===== config.mk =====
export PLATFORM = sky130hd
export DESIGN_NAME = zbe_ctrl
export DESIGN_NICKNAME = d
export VERILOG_FILES = /design/src/sv/zbe_pkg.sv /design/src/sv/zbe_ctrl.sv
export VERILOG_INCLUDE_DIRS = /design/src /design/src/sv
export SDC_FILE = /design/constraint.sdc
export NUM_CORES = 1
export LEC_CHECK = 0
export ABC_AREA = 1
export BUFFER_PORTS_ARGS = -buffer_cell sky130_fd_sc_hd__buf_2
export CORE_AREA = 2 2 39 41
export CTS_BUF_LIST = sky130_fd_sc_hd__clkbuf_2 sky130_fd_sc_hd__clkbuf_4 sky130_fd_sc_hd__clkbuf_8
export DETAILED_ROUTE_END_ITERATION = 6
export DIE_AREA = 0 0 41 43
export PLACE_DENSITY = 0.51
export RECOVER_POWER = 100
export SLEW_MARGIN = 20
export SYNTH_ARGS = -nofsm -noshare
export SYNTH_HDL_FRONTEND = slang
export SYNTH_SLANG_ARGS = --single-unit

===== constraint.sdc =====
create_clock -name clock -period 1.6 [get_ports clock]
set_input_delay 0.48 -clock clock [delete_from_list [all_inputs] [get_ports clock]]
set_output_delay 0.48 -clock clock [all_outputs]
set_load 0.02 [all_outputs]

===== src/sv/zero_byte_escape_encoder_core_defines.svh =====
// ----------------------------------------------------------------------------
// Zero-byte escape encoder: assertion macros
// Assertion macros shared by the encoder modules. With SYNTH defined they
// expand to nothing. The bodies use the clock and reset ports by name.
// ----------------------------------------------------------------------------
`ifndef ZERO_BYTE_ESCAPE_ENCODER_CORE_DEFINES_SVH
`define ZERO_BYTE_ESCAPE_ENCODER_CORE_DEFINES_SVH
`ifndef SYNTH
// Same-cycle implication, checked at every rising clock edge outside reset.
`define ZBE_ASSERT_IMP(label, ante, cons, msg) \
   label: assert property (@(posedge clock) disable iff (reset) (ante) |-> (cons)) \
      else $error(msg);
// Next-cycle implication, checked at every rising clock edge outside reset.
`define ZBE_ASSERT_NXT(label, ante, cons, msg) \
   label: assert property (@(posedge clock) disable iff (reset) (ante) |=> (cons)) \
      else $error(msg);
`else
`define ZBE_ASSERT_IMP(label, ante, cons, msg)
`define ZBE_ASSERT_NXT(label, ante, cons, msg)
`endif
`endif


===== src/sv/zbe_pkg.sv =====
`timescale 1ns / 1ps
// ----------------------------------------------------------------------------
// Zero-byte escape encoder: shared package
// Opcodes, character constants, controller states, the command and status
// bundles between controller and datapath, and the varint group function.
// ----------------------------------------------------------------------------
package zbe_pkg;

   localparam logic [1:0] OP_PUSH = 2'd0;
   localparam logic [1:0] OP_END  = 2'd1;
   localparam logic [1:0] OP_PULL = 2'd2;

   localparam logic [7:0] CH_ZERO  = 8'h30;
   localparam logic [7:0] CH_ONE   = 8'h31;
   localparam logic [7:0] CONT_BIT = 8'h80;

   // Every value is at most 16383, so a varint never needs more than two groups.
   localparam int GROUP_W  = 7;
   localparam int VARINT_W = 2 * GROUP_W;
   localparam logic [GROUP_W-1:0] GROUP_MAX = 7'h7F;

   typedef enum logic [2:0] {
      ST_LOAD,
      ST_HEAD,
      ST_COUNT,
      ST_POS,
      ST_POS_FORM,
      ST_DATA,
      ST_DATA_FORM
   } state_type;

   typedef enum logic [2:0] {
      EM_NONE,
      EM_HEAD,
      EM_COUNT,
      EM_POS,
      EM_DATA
   } emit_type;

   typedef struct packed {
      logic     push;
      logic     start;
      logic     last;
      emit_type emit;
   } cmd_type;

   typedef struct packed {
      logic has_zeros;
      logic packed_empty;
      logic count_done;
      logic pos_done;
      logic pos_end;
      logic data_end;
      logic out_blocked;
   } status_type;

   // One group of a little-endian varint; upper selects the second group.
   function automatic logic [7:0] varint_group(input logic [VARINT_W-1:0] value,
                                               input logic upper);
      logic [7:0] group_byte;
      if (upper) begin
         group_byte = {1'b0, value[VARINT_W-1:GROUP_W]};
      end else if (value > {{GROUP_W{1'b0}}, GROUP_MAX}) begin
         group_byte = CONT_BIT | {1'b0, value[GROUP_W-1:0]};
      end else begin
         group_byte = {1'b0, value[GROUP_W-1:0]};
      end
      return group_byte;
   endfunction

endpackage


===== src/sv/zbe_ctrl.sv =====
`timescale 1ns / 1ps
// ----------------------------------------------------------------------------
// Zero-byte escape encoder: controller
// Phase state machine. Decodes accepted transactions into datapath commands
// and steps through header, count, positions and packed data.
// ----------------------------------------------------------------------------
`include "zero_byte_escape_encoder_core_defines.svh"

module zbe_ctrl (
   input  logic                 clock,
   input  logic                 reset,
   input  logic                 req_tvalid,
   output logic                 req_tready,
   input  logic [1:0]           req_opcode,
   input  zbe_pkg::status_type  status,
   output zbe_pkg::cmd_type     cmd
);

   zbe_pkg::state_type state_ff;
   zbe_pkg::state_type state_in;
   logic               accept;
   logic               pull;

   always_ff @(posedge clock) begin
      if (reset) begin
         state_ff <= zbe_pkg::ST_LOAD;
      end else begin
         state_ff <= state_in;
      end
   end

   always_comb begin
      req_tready = (state_ff != zbe_pkg::ST_POS_FORM) &&
                   (state_ff != zbe_pkg::ST_DATA_FORM) && !status.out_blocked;
      accept     = req_tvalid && req_tready;
      pull       = accept && (req_opcode == zbe_pkg::OP_PULL);
      state_in   = state_ff;
      cmd.push   = 1'b0;
      cmd.start  = 1'b0;
      cmd.last   = 1'b0;
      cmd.emit   = zbe_pkg::EM_NONE;

      case (state_ff)
         zbe_pkg::ST_LOAD: begin
            if (accept && (req_opcode == zbe_pkg::OP_PUSH)) begin
               cmd.push = 1'b1;
            end else if (accept && (req_opcode == zbe_pkg::OP_END)) begin
               cmd.start = 1'b1;
               state_in  = zbe_pkg::ST_HEAD;
            end
         end
         zbe_pkg::ST_HEAD: begin
            if (pull) begin
               cmd.emit = zbe_pkg::EM_HEAD;
               if (status.has_zeros) begin
                  state_in = zbe_pkg::ST_COUNT;
               end else if (status.packed_empty) begin
                  cmd.last = 1'b1;
                  state_in = zbe_pkg::ST_LOAD;
               end else begin
                  state_in = zbe_pkg::ST_DATA;
               end
            end
         end
         zbe_pkg::ST_COUNT: begin
            if (pull) begin
               cmd.emit = zbe_pkg::EM_COUNT;
               if (status.count_done) begin
                  state_in = zbe_pkg::ST_POS;
               end
            end
         end
         zbe_pkg::ST_POS: begin
            if (pull) begin
               state_in = zbe_pkg::ST_POS_FORM;
            end
         end
         zbe_pkg::ST_POS_FORM: begin
            // The stored position was read during the previous cycle.
            cmd.emit = zbe_pkg::EM_POS;
            state_in = zbe_pkg::ST_POS;
            if (status.pos_done && status.pos_end) begin
               if (status.packed_empty) begin
                  cmd.last = 1'b1;
                  state_in = zbe_pkg::ST_LOAD;
               end else begin
                  state_in = zbe_pkg::ST_DATA;
               end
            end
         end
         zbe_pkg::ST_DATA: begin
            if (pull) begin
               state_in = zbe_pkg::ST_DATA_FORM;
            end
         end
         zbe_pkg::ST_DATA_FORM: begin
            cmd.emit = zbe_pkg::EM_DATA;
            if (status.data_end) begin
               cmd.last = 1'b1;
               state_in = zbe_pkg::ST_LOAD;
            end else begin
               state_in = zbe_pkg::ST_DATA;
            end
         end
         default: begin
            state_in = zbe_pkg::ST_LOAD;
         end
      endcase
   end

   `ZBE_ASSERT_NXT(a_last_returns_to_load, cmd.last, state_ff == zbe_pkg::ST_LOAD, "final byte did not return the controller to loading")
   `ZBE_ASSERT_NXT(a_form_lasts_one_cycle, (state_ff == zbe_pkg::ST_POS_FORM) || (state_ff == zbe_pkg::ST_DATA_FORM), (state_ff != zbe_pkg::ST_POS_FORM) && (state_ff != zbe_pkg::ST_DATA_FORM), "a forming cycle was repeated")
   `ZBE_ASSERT_IMP(a_data_phase_has_bytes, state_ff == zbe_pkg::ST_DATA, !status.packed_empty, "data phase entered with no packed bytes")

endmodule


### Word level (Yosys, flattened, before mapping)

Index checks and enable logic that the tools add are counted.

* register bits after elaboration: 3
* latch bits: 0
* RAM bits: 0
* bits in read-only memories: 0
* memories: 0

* $add $sub $neg: 0
* multiply operators: 0
* divide/modulo/power cells: 0
* order comparisons: 0
* equal/unequal tests: 17
* shifts and indexed selects: 0
* muxes and demuxes: 24
* bitwise operators: 0
* reductions and logical operators: 11

Operators by type and width (count)
* 2-to-1 mux 3 bit: 11
* one-hot mux 3 bit (7 select lines): 1
* inequality test 2 bit (second input constant): 7
* one-hot mux 3 bit (4 select lines): 1
* equality test 3 bit (second input constant): 3
* logical AND 1 bit: 7
* 2-to-1 mux 1 bit: 7
* AND reduction 7 bit: 1
* equality test 3 x 2 -> 1 bit (second input constant): 2
* inequality test 3 bit (second input constant): 2
* 2-to-1 mux 2 bit: 2
* 2-to-1 mux 4 bit: 1
* equality test 3 x 1 -> 1 bit (second input constant): 1
* logical NOT 3 bit: 1
* one-hot mux 1 bit (3 select lines): 1
* equality test 2 x 1 -> 1 bit (second input constant): 1
* equality test 2 bit (second input constant): 1
* logical NOT 2 bit: 1
* logical NOT 1 bit: 1

### Logic depth before layout (Yosys ltp)

Gate-level depths: netlist (run 1).

* depth after elaboration: 8
* gate-level depth with buffers: 10
* mapped depth without buffers: 10

### Worst setup path before layout (run 1)

Ideal clock, no wire load.

* path type: reg-to-output
* from: register state_ff[2]
* to: output cmd[5] in the netlist's numbering
* arrival: 1.353 ns
* required time: 1.120 ns
* setup slack: -0.233 ns
* cell stages (with the launch flop): 7
* buffers on the path: 1
* cells stage by stage: dfxtp_1 clkbuf_8 inv_1 nand2_1 nor2_1 inv_1 nor4_1

RTL lines
* start, declared: line zbe_ctrl.sv:19 `zbe_pkg::state_type state_ff;`
* start signal, assigned: line zbe_ctrl.sv:26 `state_ff <= zbe_pkg::ST_LOAD;`
* start signal, assigned: line zbe_ctrl.sv:28 `state_ff <= state_in;`
* end, declared: line zbe_ctrl.sv:16 `output zbe_pkg::cmd_type cmd`

==> reports/summary.txt, run 1 <==
Required time worst endpoint = 1.12 ns
I/O Pins = 19
Initial antenna violation count = 0
Fillers = 147
Crit share post-route = 110%
Hold WC Path Type = input port to flip-flop
Setup violators final = 5
Crit path kind = flip-flop to output pin
Input/output buffers = 18
CP startpoint kind = flip-flop
Most frequent cells in the layout = nand2_1, buf_4, nor2_1, buf_2, inv_1
Worst Tran Pin Value = 0.211 ns
Die ar. = 1760 µm²
Seq cells post-synth = 3
Leakage = 0.413 nW
Fin. max-slew vios = 0
Net count reported at finish = 128
Clk sink count = 3
Antenna diodes = 0
Setup Skew = 0.00212 ns
Worst setup EP type = output pin
Total GRT Usage = 15.2%
Worst path top cell family by delay = buffers and inverters
Ys Warns = 0
Top reg by flops = state_ff
Worst vdd ir = 0.641 mV
Placed insts = 124
Post-Synthesis Cells = 75
GPL Wtd Cong = 0.772
Via Count = 562
FMAX = 0.567 GHz
CP arrival = 1.28 ns
Biggest regs = state_ff (3)
Drt via density = 4.29
Worst stage delay on the critical path = 0.33 ns
Fin Setup TNS = -0.497 ns
Drt pass-1 iters = 4
Seq/Total Area, Yosys = 16.1%
Seq. cell area = 66.3 µm²
Clock root cell = clkbuf_4
Minimum clock period after layout = 1.76 ns
Layout cells sized above 1 = 55.7%
Fin util = 55.9%
WHS = 0.412 ns
Vias in the first global route = 508
Initial DRC count = 8
First-pass GRT wire length = 1900 µm
Synthesized cell area = 374 µm²
Num CTS Buffers = 3
Post-route DRC = 0
Fin. Hold Viols = 0
Power Density = 1090 nW/µm²
Number of max-capacitance violations reported = 0
CTS tree = built
CP max-delay cell = dfxtp_2
Post-route cell area = 773 µm²
Failing checks = negative setup slack
RSZ-0062 raised after global routing = true
Die Span Y = 43 µm
Wirelength per Cell = 9.05 µm
Die W = 41 µm
CTS HTree Levels = 1
Area Growth Syn to Fin = 107%
Worst path bufs/invs = 3
Outcome = finished with violations
Placed cell area = 641 µm²
Largest register FFs = 3
Area occupied by multi-input gates = 342 µm²
Initial Util = 27.0%
Peak fanout along the critical path = 4
Commonest non-fill, non-tap cell in the layout = nand2_1
CP cell instances = inv_2, nand2_2, nand3_4, buf_6, nor4_4, buf_4
Worst-skew pair later-pin latency = 0.23 ns
Non-filler cells, final = 131
CTS Hold Bufs = 0
Largest net degree at the start of global routing = 7
Final ANT Viol Nets = 0
Post-Syn Nets = 87
Core Footprint = 1380 µm²
Total routed wirelength = 1190 µm
Core Rows = 14
Clock slew at reported path FFs = 0.04 ns
GR Overflow Total = 0
Largest buffer count on any clock path = 2
Slew HR = 85.8%
Count of cell types in the netlist = 16
Final WS setup = -0.164 ns
Synthesized area per cell = 4.99 µm²
HPWL Detailed = 910 µm
-- where the power goes --
part	leakage, nW	total, mW	internal, mW	switching, mW
logic	0.368	0.559	0.241	0.317
clock network	0.0184	0.150	0.110	0.0394
registers	0.0261	0.131	0.104	0.0272
-- synth_stat cells (all sizes together) --
library cell / count / area [µm²]
nand2: 23 / 88.8
nor2: 19 / 73.8
inv: 13 / 48.8
nand3: 7 / 35.0
dfxtp: 3 / 60.1
a21oi: 2 / 10.0
nand4: 2 / 12.5
a22oi: 1 / 7.51
clkbuf: 1 / 13.8
nor3: 1 / 5.00
nor4: 1 / 6.26
o21ai: 1 / 5.00
o31ai: 1 / 7.51
-- layout make-up --
type,instances,share of cell area [%]
inverters,13,6.96
flip-flops and latches,3,8.58
multi-input cells,58,44.2
repair buffers,37,33.8
well taps,16,2.59
clock buffers,4,3.88
-- per-layer routing --
metal	share of wire, %	track usage [%]	vias to the layer above
li1	-	-	315
met3	2.4	0	0
met1	45	21.1	238
met4	0	8.00	0
met5	0	0	-
met2	53	23.1	9
-- metrics by stage --
step	power (mW)	setup WS (ns)
floorplan	0.440	-0.0142
global placement	0.596	-0.211
detailed placement	0.596	-0.223
CTS	0.820	-0.184
global route	0.925	-0.245
finish	0.840	-0.164
-- worst paths after layout --
check / startpoint / end / slack (ns) / cells after the start
worst max-delay path: state_ff[0]$_SDFFE_PP0P_ / cmd[5] / -0.16 / 6
worst min-delay path: reset / state_ff[0]$_SDFFE_PP0P_ / 0.41 / 2
worst max register to register: state_ff[2]$_SDFFE_PP0P_ / state_ff[2]$_SDFFE_PP0P_ / 0.17 / 10
worst min register to register: state_ff[2]$_SDFFE_PP0P_ / state_ff[2]$_SDFFE_PP0P_ / 0.59 / 4
-- repair_timing --
action / 4_1_cts / 5_1_grt
gates resized for setup: 15 / 12
buffers inserted: 3 / 0
endpoints found under the setup margin: 5 / 8
pin swaps: 6 / 5
-- cell families (layout without fill, tap and decap cells) --
kind of cell           after synthesis  in the layout  synth area share [%]
AND/OR/NAND/NOR                     53             53                  59.2
buffers and inverters               14             54                  16.7
AO/OA/AOI/OAI                        5              5                  8.03
flip-flops                           3              3                  16.1
-- worst register-to-register path, stage by stage, from the launching register on --
cell and delay, ns:
dfxtp_4 0.36, buf_4 0.16, nor3_2 0.19, clkbuf_4 0.16, nand2_1 0.04, nand2_1 0.08
nand2_1 0.07, nand2_1 0.12, nand2_1 0.06, nand2_1 0.05, nor2_1 0.04
No activity file was read; power rests on OpenSTA's default activity.
==> run 2, diff against run 1 <==
==> constraint.sdc (replaced) <==
create_clock -name clock -period 1.8 [get_ports clock]
set_input_delay 0.54 -clock clock [delete_from_list [all_inputs] [get_ports clock]]
set_output_delay 0.54 -clock clock [all_outputs]
set_load 0.02 [all_outputs]
==> reports/summary.txt, run 2 (synthesis gave the netlist of run 1 again) <==
Outcome = finished with violations
Failing checks = negative setup slack
Worst Tran Pin Value = 0.225 ns (+0.0135 ns)
Largest net degree at the start of global routing = 10 (+3)
Via Count = 573 (+2.0%)
Clock slew at reported path FFs = 0.04 ns (about the same)
Placed insts = 119 (-4.0%)
Clk sink count = 3 (unchanged)
Vias in the first global route = 523 (+3.0%)
Hold WC Path Type = input port to flip-flop
R2r worst-path depth = 9 (-1)
FMAX = 0.540 GHz
CP cell instances = buf_2, inv_2, nand2_1, nor2_4, nand2_2, o31ai_2, buf_4
Clock root cell = clkbuf_4
RSZ-0062 raised after global routing = true
CTS Hold Bufs = 0 (unchanged)
Crit path kind = input port to output pin
CTS HTree Levels = 1 (unchanged)
Reg2reg setup slack = 0.51 ns (+0.34 ns)
Worst setup EP type = output pin
First-pass GRT wire length = 1880 µm (-1.5%)
Hold Path Cell Cnt = 2 (unchanged)
Worst hold start = reset
Leakage = 0.391 nW (-5.4%)
CP arrival = 1.31 ns (+0.03 ns)
Layout cells sized above 1 = 49.5% (-6.1 points)
Biggest regs = state_ff (3)
Drt via density = 4.58 (+6.9%)
Slew HR = 84.9% (-0.91 points)
Core Footprint = 1380 µm² (unchanged)
Required time worst endpoint = 1.26 ns (+0.14 ns)
Crit share post-route = 103%
Fillers = 145 (-1.4%)
Input/output buffers = 18 (unchanged)
Final WS setup = -0.0515 ns (+0.113 ns)
Largest register FFs = 3 (unchanged)
Hold EP = state_ff[0]$_SDFFE_PP0P_
Total GRT Usage = 14.9% (-0.30 points)
HPWL Detailed = 872 µm (-4.2%)
Num CTS Buffers = 3 (unchanged)
Number of max-capacitance violations reported = 0 (unchanged)
Initial Util = 27.0% (unchanged)
CP startpoint kind = input port
Setup Skew = 0.000724 ns (-0.00140 ns)
Reg2reg end = state_ff[1]$_SDFFE_PP0P_
Fin. Hold Viols = 0 (unchanged)
Reg-to-Reg Start = state_ff[0]$_SDFFE_PP0P_
Core Rows = 14 (unchanged)
WHS = 0.474 ns (+0.0615 ns)
Area occupied by multi-input gates = 328 µm² (-4.0%)
Worst vdd ir = 0.623 mV (-2.8%)
Largest buffer count on any clock path = 2 (unchanged)
CP max-delay cell = o31ai_2
Setup violators final = 2 (-3)
Seq. cell area = 65.1 µm² (-1.9%)
Drt pass-1 iters = 4 (unchanged)
Worst stage delay on the critical path = 0.17 ns (-0.16 ns)
GR Overflow Total = 0 (unchanged)
Net count reported at finish = 122 (-4.7%)
Initial DRC count = 12 (+4)
Minimum clock period after layout = 1.85 ns
Die W = 41 µm (unchanged)
Post-route DRC = 0 (unchanged)
GPL Wtd Cong = 0.772 (about the same)
I/O Pins = 19 (unchanged)
Initial antenna violation count = 0 (unchanged)
Worst-skew pair later-pin latency = 0.23 ns (about the same)
Antenna diodes = 0 (unchanged)
Most frequent cells in the layout = nand2_1, nor2_1, buf_2, buf_4, inv_1
Total routed wirelength = 1160 µm (-1.9%)
Non-filler cells, final = 125 (-4.6%)
Wirelength per Cell = 9.30 µm (+2.8%)
Die Span Y = 43 µm (unchanged)
Commonest non-fill, non-tap cell in the layout = nand2_1
Die ar. = 1760 µm² (unchanged)
CTS tree = built
Area Growth Syn to Fin = 88.0%
Final ANT Viol Nets = 0 (unchanged)
Top reg by flops = state_ff
Power Density = 1010 nW/µm² (-7.4%)
Peak fanout along the critical path = 3 (-1)
Fin. max-slew vios = 0 (unchanged)
[run 2: changes by cell type in the layout (fill, tap and decap cells not counted), sizes merged]
cell,before,now
buf,35,31
clkbuf,6,4
[run 2: worst max-delay path, delay by kind of cell]
kind | cells | cell delay (ns)
AO/OA/AOI/OAI | 1 | 0.17
buffers and inverters | 3 | 0.33
AND/OR/NAND/NOR | 3 | 0.27
[run 2: timing repair]
item / 4_1_cts / 5_1_grt
endpoints found under the hold margin: 0 / 0
pin swaps: 1 / 2
buffers inserted: 2 / 0
gates cloned: 0 / 0
resized for setup: 10 / 16
endpoints found under the setup margin: 5 / 5
[run 2: metal layers]
metal	global-route usage, %	up-vias	part of all wire (%)
li1	-	303	-
met1	16.6	261	43
met2	25.6	9	53
met3	5.24	0	3.7
met4	3.33	0	0
met5	0	-	0
[run 2: report_power, final]
group	total (mW)	switching (mW)	internal, mW	leakage, nW
sequential	0.122	0.0306	0.0914	0.0258
combinational	0.456	0.265	0.191	0.346
clock	0.130	0.0317	0.0979	0.0184
total	0.707	0.327	0.380	0.391
[run 2: worst max path at each step]
stage,from,end,slack (ns),depth (start not counted)
2_1_floorplan,status[0],cmd[3],-0.0008,5
3_3_place_gp,status[0],cmd[3],-0.12,7
3_5_place_dp,status[0],cmd[3],-0.13,7
4_1_cts,status[0],cmd[5],-0.09,6
5_1_grt,state_ff[0]$_SDFFE_PP0P_,cmd[3],-0.12,7
6_report,req_opcode[0],cmd[3],-0.05,7
[run 2: layout make-up]
cell class              instances  area share, %
multi-input cells              58           46.6
repair buffers                 31           29.7
flip-flops and latches          3           9.25
inverters                      13           7.30
clock buffers                   4           4.27
well taps                      16           2.85
[run 2: metrics by stage]
| stage | util (%) | power, mW | cell area, µm² | setup WS, ns | TNS (ns) |
|---|---|---|---|---|---|
| 2_1_floorplan | - | 0.376 | 389 | -0.000754 | -0.000754 |
| 3_3_place_gp | 41.0 | 0.488 | 568 | -0.122 | -0.182 |
| 3_5_place_dp | 41.0 | 0.489 | 568 | -0.125 | -0.227 |
| 4_1_cts | 45.9 | 0.653 | 636 | -0.0905 | -0.206 |
| 5_1_grt | 50.8 | 0.781 | 703 | -0.117 | -0.319 |
| 6_report | 50.8 | 0.707 | 703 | -0.0515 | -0.0606 |
==> run 3, diff against run 2 <==
--- a/config.mk
+++ b/config.mk
@@ -9,7 +9,6 @@
 export ABC_AREA = 1
 export BUFFER_PORTS_ARGS = -buffer_cell sky130_fd_sc_hd__buf_2
 export CORE_AREA = 2 2 39 41
-export CTS_BUF_LIST = sky130_fd_sc_hd__clkbuf_2 sky130_fd_sc_hd__clkbuf_4 sky130_fd_sc_hd__clkbuf_8
 export DETAILED_ROUTE_END_ITERATION = 6
 export DIE_AREA = 0 0 41 43
 export PLACE_DENSITY = 0.51
==> reports/summary.txt, run 3 (synthesis gave the netlist of run 1 again) <==
Final ANT Viol Nets = 0 (unchanged)
Drt pass-1 iters = 4 (unchanged)
Via Count = 569 (-0.70%)
GPL Wtd Cong = 0.772 (unchanged)
Die ar. = 1760 µm² (unchanged)
Reg-to-Reg Start = state_ff[0]$_SDFFE_PP0P_
Wirelength per Cell = 9.30 µm (about the same)
Slew HR = 84.9% (about the same)
Clock root cell = clkbuf_4
Setup violators final = 2 (unchanged)
Setup Skew = 0.000669 ns (-0.0000545 ns)
Worst vdd ir = 0.549 mV (-12%)
Power Density = 994 nW/µm² (-1.2%)
Biggest regs = state_ff (3)
Post-route DRC = 0 (unchanged)
CTS Hold Bufs = 0 (unchanged)
Layout cells sized above 1 = 49.5% (unchanged)
Reg2reg end = state_ff[1]$_SDFFE_PP0P_
Initial antenna violation count = 0 (unchanged)
Failing checks = negative setup slack
Crit-path most repeated cell = buf_6
Crit share post-route = 104% (+1.0 points)
Worst path bufs/invs = 4 (+1)
Final WS setup = -0.0695 ns (-0.0179 ns)
Drt via density = 4.55 (-0.70%)
Total routed wirelength = 1160 µm (about the same)
Input/output buffers = 18 (unchanged)
Net count reported at finish = 122 (unchanged)
Number of max-capacitance violations reported = 0 (unchanged)
Antenna diodes = 0 (unchanged)
Most frequent cells in the layout = nand2_1, nor2_1, buf_2, buf_4, inv_1
Vias in the first global route = 537 (+2.7%)
Core Rows = 14 (unchanged)
Total GRT Usage = 15.1% (+0.20 points)
Largest buffer count on any clock path = 2 (unchanged)
Hold WC Path Type = input port to flip-flop
CP arrival = 1.33 ns (+0.02 ns)
Initial Util = 27.0% (unchanged)
HPWL Detailed = 872 µm (unchanged)
Die Span Y = 43 µm (unchanged)
Non-filler cells, final = 125 (unchanged)
Largest register FFs = 3 (unchanged)
Cell count along the critical path = 6 (-1)
Worst Setup SP = status[0]
Commonest non-fill, non-tap cell in the layout = nand2_1
Clk sink count = 3 (unchanged)
Fin. max-slew vios = 0 (unchanged)
CTS HTree Levels = 1 (unchanged)
Leakage = 0.388 nW (-0.57%)
RSZ-0062 raised after global routing = true
Area Growth Syn to Fin = 88.3%
First-pass GRT wire length = 1900 µm (+1.5%)
Top reg by flops = state_ff
Worst path top cell family by delay = buffers and inverters
Clock slew at reported path FFs = 0.04 ns (about the same)
Fin Setup TNS = -0.106 ns (-0.0455 ns)
Minimum clock period after layout = 1.87 ns (+0.0179 ns)
Crit path kind = input port to output pin
Worst Tran Pin Value = 0.225 ns (-0.000171 ns)
Largest net degree at the start of global routing = 10 (unchanged)
CP cell instances = buf_6, inv_2, nand3_4, buf_6, nor4_4, buf_4
FMAX = 0.535 GHz (-0.96%)
Worst-skew pair later-pin latency = 0.23 ns (about the same)
Outcome = finished with violations
I/O Pins = 19 (unchanged)
Placed insts = 119 (unchanged)
GR Overflow Total = 0 (unchanged)
Reg2reg setup slack = 0.51 ns (about the same)
Die W = 41 µm (unchanged)
Num CTS Buffers = 3 (unchanged)
Initial DRC count = 7 (-5)
CTS tree = built
CP startpoint kind = input port
CP max-delay cell = nor4_4
Required time worst endpoint = 1.26 ns (about the same)
Critical path endpoint = cmd[5]
Worst setup EP type = output pin
R2r worst-path depth = 9 (unchanged)
Tot Pwr = 0.700 mW (-1.0%)
Fin. Hold Viols = 0 (unchanged)
Peak fanout along the critical path = 2 (-1)
Core Footprint = 1380 µm² (unchanged)
Worst stage delay on the critical path = 0.25 ns (+0.08 ns)
WHS = 0.474 ns (-0.000193 ns)
run 3: worst min-delay path by stage:
stage	startpoint	depth (start not counted)	to	slack, ns
3_5_place_dp	state_ff[0]$_SDFFE_PP0P_	3	state_ff[0]$_SDFFE_PP0P_	0.64
2_1_floorplan	state_ff[0]$_SDFFE_PP0P_	2	state_ff[0]$_SDFFE_PP0P_	0.53
3_3_place_gp	state_ff[0]$_SDFFE_PP0P_	3	state_ff[0]$_SDFFE_PP0P_	0.64
6_report	reset	2	state_ff[0]$_SDFFE_PP0P_	0.47
5_1_grt	reset	2	state_ff[0]$_SDFFE_PP0P_	0.47
4_1_cts	reset	2	state_ff[0]$_SDFFE_PP0P_	0.46
run 3: per-stage QoR:
step | utilization, % | area (µm²) | setup slack [ns]
after floorplan | - | 389 | -0.000754
after global placement | 41.0 | 568 | -0.122
after detailed placement | 41.0 | 568 | -0.125
after CTS | 46.2 | 639 | -0.0903
after global routing | 50.9 | 704 | -0.131
final | 50.9 | 704 | -0.0695
run 3: layer usage:
layer  wire length, µm  track usage, %  up-vias  share of wire [%]
li1                  -               -      304                  -
met1               505            16.3      256                 43
met2               613            26.6        9                 53
met3                43            5.24        0                3.7
met4                 0            3.33        0                  0
met5                 0               0        -                  0
run 3: cell type report:
| cell class | instances | area (µm²) |
|---|---|---|
| Fill cell | 141 | 679 |
| Multi-Input combinational cell | 58 | 333 |
| Timing Repair Buffer | 31 | 209 |
| Sequential cell | 3 | 65.1 |
| Inverter | 13 | 51.3 |
| Clock buffer | 4 | 26.3 |
| Tap cell | 16 | 20.0 |
run 3: timing repair:
| action | in CTS | in global routing |
|---|---|---|
| pin swaps | 1 | 1 |
| resized for setup | 12 | 16 |
| setup buffers | 2 | 0 |
| hold endpoints to repair | 0 | 0 |
| endpoints found under the setup margin | 5 | 5 |
run 3: report_power, final:
group	total, mW	leakage (nW)	internal, mW	switching (mW)
logic	0.464	0.348	0.194	0.269
registers	0.122	0.0258	0.0914	0.0304
clock network	0.115	0.0150	0.0829	0.0317
